[config.mk]
export PLATFORM = sky130hd
export DESIGN_NAME = glp_queue
export DESIGN_NICKNAME = d
export VERILOG_FILES = /design/src/rtl/glp_pkg.sv /design/src/rtl/glp_queue.sv
export SDC_FILE = /design/constraint.sdc
export NUM_CORES = 1
export LEC_CHECK = 0
export BUFFER_PORTS_ARGS = -buffer_cell sky130_fd_sc_hd__clkbuf_2
export CAP_MARGIN = 20
export CELL_PAD_IN_SITES_DETAIL_PLACEMENT = 0
export CELL_PAD_IN_SITES_GLOBAL_PLACEMENT = 2
export CORE_MARGIN = 2
export CORE_UTILIZATION = 35
export DETAILED_ROUTE_END_ITERATION = 8
export PLACE_DENSITY_LB_ADDON = 0.3
export SLEW_MARGIN = 20
export SYNTH_ARGS = -nofsm -noshare
export SYNTH_HDL_FRONTEND = slang
export SYNTH_SLANG_ARGS = --single-unit
[constraint.sdc]
create_clock -name clk_i -period 4.05 [get_ports clk_i]
set_input_delay 0.2025 -clock clk_i [delete_from_list [all_inputs] [get_ports clk_i]]
set_output_delay 0.2025 -clock clk_i [all_outputs]
set_load 0.01 [all_outputs]
[src/rtl/glp_pkg.sv]
// shared types and constants for the greedy label placer
// no dependencies
`default_nettype none
package glp_pkg;
  localparam int MaxLabels = 64;
  localparam int IdxW = $clog2(MaxLabels);
  localparam int CntW = $clog2(MaxLabels + 1);

  localparam logic [2:0] CfgCanvasW = 3'd0;
  localparam logic [2:0] CfgCanvasH = 3'd1;
  localparam logic [2:0] CfgMinFont = 3'd2;
  localparam logic [2:0] CfgMaxFont = 3'd3;
  localparam logic [2:0] CfgCharW   = 3'd4;
  localparam logic [2:0] CfgLineH   = 3'd5;
  localparam logic [2:0] CfgPad     = 3'd6;
  localparam logic [2:0] CfgMargin  = 3'd7;

  localparam logic [2:0] SideFallback = 3'd4;

  typedef struct packed {
    logic [11:0] canvas_w;
    logic [11:0] canvas_h;
    logic [7:0]  min_font;
    logic [7:0]  max_font;
    logic [11:0] char_w;
    logic [11:0] line_h;
    logic [5:0]  pad;
    logic [5:0]  margin;
  } cfg_t;

  // stored rectangle, signed coordinates
  typedef struct packed {
    logic signed [14:0] x;
    logic signed [14:0] y;
    logic [13:0] w;
    logic [13:0] h;
  } rect_t;

  typedef struct packed {
    logic        frame_start;
    logic [11:0] box_x;
    logic [11:0] box_y;
    logic [11:0] box_w;
    logic [11:0] box_h;
    logic [8:0]  confidence;
    logic [5:0]  char_count;
  } item_t;
endpackage
`default_nettype wire

[src/rtl/glp_queue.sv]
// two-entry queue between the front and the back
// depends on glp_pkg
`default_nettype none
module glp_queue import glp_pkg::*; (
  input  wire logic  clk_i,
  input  wire logic  rst_ni,
  input  wire logic  wr_valid_i,
  output logic       wr_ready_o,
  input  wire item_t wr_item_i,
  input  wire logic [7:0] wr_font_i,
  output logic       rd_valid_o,
  input  wire logic  rd_ready_i,
  output item_t      rd_item_o,
  output logic [7:0] rd_font_o
);
  item_t      item_q [2];
  logic [7:0] font_q [2];
  logic       wp_q, rp_q;
  logic [1:0] cnt_q;
  logic       wr, rd;

  assign wr = wr_valid_i && wr_ready_o;
  assign rd = rd_valid_o && rd_ready_i;
  assign wr_ready_o = (cnt_q != 2'd2);
  assign rd_valid_o = (cnt_q != 2'd0);
  assign rd_item_o  = item_q[rp_q];
  assign rd_font_o  = font_q[rp_q];

  always_ff @(posedge clk_i or negedge rst_ni) begin
    if (!rst_ni) begin
      wp_q <= 1'b0;
      rp_q <= 1'b0;
      cnt_q <= 2'd0;
    end else begin
      if (wr) wp_q <= ~wp_q;
      if (rd) rp_q <= ~rp_q;
      cnt_q <= cnt_q + 2'(wr) - 2'(rd);
    end
  end

  always_ff @(posedge clk_i) begin
    if (wr) begin
      item_q[wp_q] <= wr_item_i;
      font_q[wp_q] <= wr_font_i;
    end
  end
endmodule
`default_nettype wire

==> flow_summary.json, run 1 <==
{
  "status": "finished, final reports clean",
  "power_uw": 5470,
  "ios": 150,
  "cts_buffers": 17,
  "drive_above_1_share": 0.514,
  "grtUsageMet1": 0.158,
  "dr.pass1.iters": 4,
  "syn_nets": 319,
  "worstReg2RegEnd": "item_q[0][54]$_DFFE_PP_",
  "n_fill_cell": 1369,
  "critPathMaxStageDelay_ns": 0.88,
  "clk_latency_ns": 0.41,
  "p_leak_uw": 0.00322,
  "timing.rr.start": "cnt_q[1]$_DFF_PN0_",
  "met3_usage": 0.0488,
  "startpoint_type": "flop",
  "antenna_found_initial": 0,
  "hp-start": "rd_ready_i",
  "clkTransAtPathRegs_ns": 0.05,
  "vias": 3035,
  "num-nets-final": 555,
  "slew_viol_final": 0,
  "grt_usage": 0.128,
  "cts_resized": 0,
  "cts_sinks": 148,
  "met2_usage": 0.204,
  "post-cts-setup-buffers": 0,
  "end_kind": "output pin",
  "dp_cells": 601,
  "hpwl_mm": 6.64,
  "die_area_sq_um": 17500,
  "first_iter_violations": 136,
  "core_sq_um": 15900,
  "wire_per_inst_um": 15.3,
  "hold_class": "input port to flop",
  "clock_skew_ns": 0.00881,
  "cts_root_buf": "clkbuf_16",
  "finalSetupViolations": 0,
  "yosysUniqueCellTypes": 16,
  "cts-htree-levels": 4,
  "hold-path-cell-count": 3,
  "tightest_slew_ns": 1.05,
  "cp_cell_sequence": "buf_4 -> mux2_4 -> clkbuf_2",
  "syn_to_final_growth_pct": 38.7,
  "grt_pass1_vias": 3225,
  "final_cells": 706,
  "netlist_top_cells_area": "edfxtp_1, mux2_4, buf_12",
  "fmax_mhz": 396,
  "hold_viol": 0,
  "rows": 46,
  "reg2reg_slack_ns": 1.87,
  "relSlewSlack": 0.300,
  "top_usage_layer": "met2",
  "gp_congestion": 0.677,
  "initial_core_util": 0.360,
  "maxCapViolCount": 0,
  "postRouteAntennaNets": 0,
  "cts_tree": "done",
  "port_buffers": 149,
  "synth.avg_cell_area_sq_um": 23.8,
  "cp_slowest_cell": "dfrtp_4",
  "synth_area_sq_um": 5740,
  "whs_endpoint": "rp_q$_DFFE_PN0P_",
  "tns_ns": 0,
  "crit_fanout": 37,
  "avgViaCountPerCell": 4.30,
  "die_w_um": 132,
  "n_antenna_cell": 0,
  "grt_pass1_wl_mm": 16.8,
  "grt_max_degree": 73,
  "whs_ns": 0.102,
  "die_h_um": 132,
  "seq_area_frac_synth": 0.770,
  "synth_top_area_cell": "edfxtp_1",
  "power_density_nw_per_um2": 687,
  "ir_drop_mv": 0.633,
  "gr-total-overflow": 0,
  "yosys_warnings": 0,
  "rr_worst_depth": 4,
  "arrival_ns": 2.32,
  "cp.required_ns": 3.85,
  "period_share": 0.624,
  "ys_seq_elements": 148,
  "rsz0062_at_grt": "no",
  "drc": 0,
  "synthCells": 241,
  "worstSetupPathType": "flop to output pin",
  "clockBufferDepth": 2,
  "drt_wl_total_mm": 10.8,
  "synth_top_cell_area_share": 0.753,
  "fin_crit_ns": 2.53
}
==> cell type report <==
type | instances | area (sq um) | area share
Clock buffer | 20 | 437 | 0.0548
Clock inverter | 12 | 138 | 0.0173
Inverter | 1 | 3.75 | 0.000471
Multi-Input combinational cell | 84 | 1180 | 0.148
Sequential cell | 148 | 4430 | 0.556
Tap cell | 216 | 270 | 0.0339
Timing Repair Buffer | 225 | 1510 | 0.190
==> synthesized netlist by cell type <==
library cell / count
and2_4: 1
and3_1: 1
buf_12: 7
buf_6: 1
dfrtp_1: 4
edfxtp_1: 144
ha_1: 2
inv_1: 1
mux2_2: 3
mux2_4: 69
nand2_1: 1
nand2b_1: 1
nor2_1: 1
or2_1: 1
xnor2_1: 3
xor2_1: 1
==> power breakdown <==
| part | total (uW) | switching [uW] | internal, uW |
|---|---|---|---|
| logic | 1660 | 774 | 882 |
| clock network | 1520 | 568 | 957 |
| registers | 2290 | 187 | 2100 |
| total | 5470 | 1530 | 3940 |
==> worst max-delay path, delay by kind of cell, from the launching register on <==
kind | cells | cell delay (ns)
muxes | 1 | 0.35
buffers and inverters | 2 | 0.66
DFF | 1 | 0.88
==> how the worst max path moves through the flow <==
stage,start,to,slack (ns),cells past startpoint
floorplan,cnt_q[1]$_DFF_PN0_,font_q[0][0]$_DFFE_PP_,1.09,3
global placement,cnt_q[1]$_DFF_PN0_,item_q[0][7]$_DFFE_PP_,1.84,4
detailed placement,cnt_q[1]$_DFF_PN0_,item_q[0][12]$_DFFE_PP_,1.83,4
CTS,rp_q$_DFFE_PN0P_,rd_item_o[46],1.46,3
global route,rp_q$_DFFE_PN0P_,rd_item_o[46],1.40,3
finish,rp_q$_DFFE_PN0P_,rd_item_o[46],1.52,3
==> cells by family after synthesis <==
logic type | after synthesis | synth area share
muxes | 72 | 0.186
buffers and inverters | 9 | 0.0270
xor gates and xnor gates | 4 | 0.00610
adders and majority gates | 2 | 0.00436
DFF | 148 | 0.770
and+or+nand+nor | 6 | 0.00610
==> state kept, by name (all words and copies together), names as in the netlist <==
register	count
cnt_q	2
font_q	16
item_q	128
rp_q	1
wp_q	1
==> layer usage <==
metal,vias to the layer above,share of wire
li1,1421,-
met1,1493,0.44
met2,107,0.48
met3,14,0.060
met4,0,0.014
met5,-,0
==> repair_timing <==
| item | 4_1_cts | 5_1_grt |
|---|---|---|
| hold buffers | 73 | 0 |
| endpoints found under the hold margin | 148 | 0 |
| endpoints found under the setup margin | 0 | 0 |
==> per-stage QoR <==
stage	area (sq um)	setup WS, ns	utilization
global placement	6660	1.84	0.418
floorplan	5750	1.09	-
global route	7970	1.40	0.500
detailed placement	6660	1.83	0.418
CTS	7970	1.46	0.500
finish	7970	1.52	0.500
==> placed cells by master, fill, tap and decap left out, drive strengths merged <==
cell         instances
clkbuf             169
edfxtp             144
dlygate4sd3         73
mux2                72
clkinv               7
dfrtp                4
xnor2                3
bufinv               3
buf                  3
ha                   2
clkinvlp             2
or2                  1
and2                 1
nand2b               1
nand2                1
inv                  1
nor2                 1
and3                 1
xor2                 1
No activity file was read; power rests on OpenSTA's default activity.
==> run 2, diff against run 1 <==
- clock period: 4.05 -> 2.3 ns (I/O delays scaled with it)
==> run 2 against run 1 <==
Effect of this change: sequential share of layout area down 0.99 points; non-clock buffer count up 4; total power up 84%; via count down 1.4%; wire length down 4.3%; critical endpoint is now rd_font_o[0]; largest power group unchanged.
==> flow_summary.json, run 2 (synthesized netlist as in run 1, its figures left out) <==
{
  "hold_viol": 0,
  "clock_skew_ns": 0.00562,
  "most-common-layout-cells": "clkbuf_2, edfxtp_1, dlygate4sd3_1, mux2_4, clkbuf_16",
  "cts_sinks": 148,
  "whs_ns": 0.0431,
  "final_common_cell": "clkbuf_2",
  "routed-wl-met2_mm": 5.07,
  "antenna_found_initial": 0,
  "hold_class": "input port to async pin",
  "cts-htree-levels": 4,
  "rsz0062_at_grt": "no",
  "power_uw": 10100,
  "largest_reg_flops": 128,
  "syn_to_final_growth_pct": 41.2,
  "first_iter_violations": 81,
  "critPathTopFamily": "flip-flops",
  "drive_above_1_share": 0.526,
  "drc": 0,
  "cts_root_buf": "clkbuf_16",
  "grt_usage": 0.125,
  "fin_crit_ns": 2.04,
  "n_antenna_cell": 0,
  "hpwl_mm": 6.44,
  "p_leak_uw": 0.00330,
  "n_fill_cell": 1339,
  "gp_congestion": 0.634,
  "drt_wl_total_mm": 10.3,
  "num-nets-final": 559,
  "met3WireLength_um": 629,
  "initial_core_util": 0.360,
  "critPathMaxStageDelay_ns": 0.67,
  "cts_resized": 0,
  "timing.final.ws_setup_ns": 0.260,
  "gr-total-overflow": 0,
  "ir_drop_mv": 0.590,
  "dr.pass1.iters": 4,
  "slew_viol_final": 0,
  "grt_pass1_wl_mm": 16.3,
  "port_buffers": 149,
  "tightest_slew_ns": 0.553,
  "rows": 46,
  "startpoint_type": "flop",
  "cts_tree": "done",
  "relSlewSlack": 0.631,
  "maxCapViolCount": 0,
  "arrival_ns": 1.92,
  "worstSetupPathType": "flop to output pin",
  "utilization": 0.509,
  "status": "finished, final reports clean",
  "end_kind": "output pin",
  "period_share": 0.887,
  "largestRegisters": "item_q: 128 flops, font_q: 16 flops, cnt_q: 2 flops",
  "die_h_um": 132,
  "routed.top_layer": "met4",
  "cts_buffers": 17,
  "dp_slack_ns": 0.614,
  "die_w_um": 132,
  "avgViaCountPerCell": 4.22,
  "cp_slowest_cell": "dfrtp_4",
  "grt_pass1_vias": 3248,
  "die_area_sq_um": 17500,
  "wl_met1_mm": 4.53,
  "crit_buf_inv": 2,
  "core_sq_um": 15900,
  "vias": 2993,
  "grt_max_degree": 42,
  "cp.required_ns": 2.18,
  "ios": 150,
  "regMostFlops": "item_q",
  "clockBufferDepth": 2,
  "fmax_mhz": 490,
  "finalSetupViolations": 0,
  "crit_fanout": 32,
  "tns_ns": 0,
  "wire_per_inst_um": 14.6,
  "cp_cell_sequence": "buf_12 -> mux2_2 -> clkbuf_2",
  "clk_latency_ns": 0.41,
  "power_density_nw_per_um2": 1240,
  "clkTransAtPathRegs_ns": 0.06,
  "postRouteAntennaNets": 0
}
-- run 2: area by class of cell --
type | instances | area [sq um] | share of cell area
timing repair buffer | 229 | 1570 | 0.193
multi-input combinational | 84 | 1180 | 0.145
inverter | 1 | 3.75 | 0.000463
tap | 216 | 270 | 0.0333
sequential | 148 | 4430 | 0.546
clock buffer | 18 | 429 | 0.0529
clock inverter | 14 | 233 | 0.0287
-- run 2: worst paths after layout --
| kind | start | endpoint | slack (ns) | depth (start not counted) |
|---|---|---|---|---|
| max in group asynchronous | rst_ni | rp_q$_DFFE_PN0P_ | 2.11 | 2 |
| min reg2reg | cnt_q[0]$_DFF_PN0_ | cnt_q[0]$_DFF_PN0_ | 0.52 | 1 |
| min in group clk_i | wr_valid_i | wp_q$_DFFE_PN0N_ | 0.07 | 3 |
| max reg2reg | cnt_q[1]$_DFF_PN0_ | cnt_q[1]$_DFF_PN0_ | 0.62 | 7 |
| min | rst_ni | cnt_q[0]$_DFF_PN0_ | 0.04 | 2 |
| max | rp_q$_DFFE_PN0P_ | rd_font_o[0] | 0.26 | 3 |
-- run 2: repair_timing --
item | in CTS | in global routing
hold buffers | 74 | 0
setup buffers | 0 | 0
endpoints found under the hold margin | 149 | 0
-- run 2: metal layers --
| layer | GRT usage | up-vias |
|---|---|---|
| li1 | - | 1439 |
| met1 | 0.145 | 1445 |
| met2 | 0.207 | 100 |
| met3 | 0.0504 | 9 |
| met4 | 0.0489 | 0 |
| met5 | 0 | - |
-- run 2: power breakdown --
group          internal, uW  total, uW  switching (uW)
clock                  2030       3070            1040
sequential             3690       3940             241
combinational          1610       3050            1440
total                  7340      10100            2710
-- run 2: per-stage QoR --
stage | area, sq um | cells
global route | 8110 | 710
floorplan | 5750 | 241
detailed placement | 6710 | 604
finish | 8110 | 710
global placement | 6710 | 604
CTS | 8110 | 710
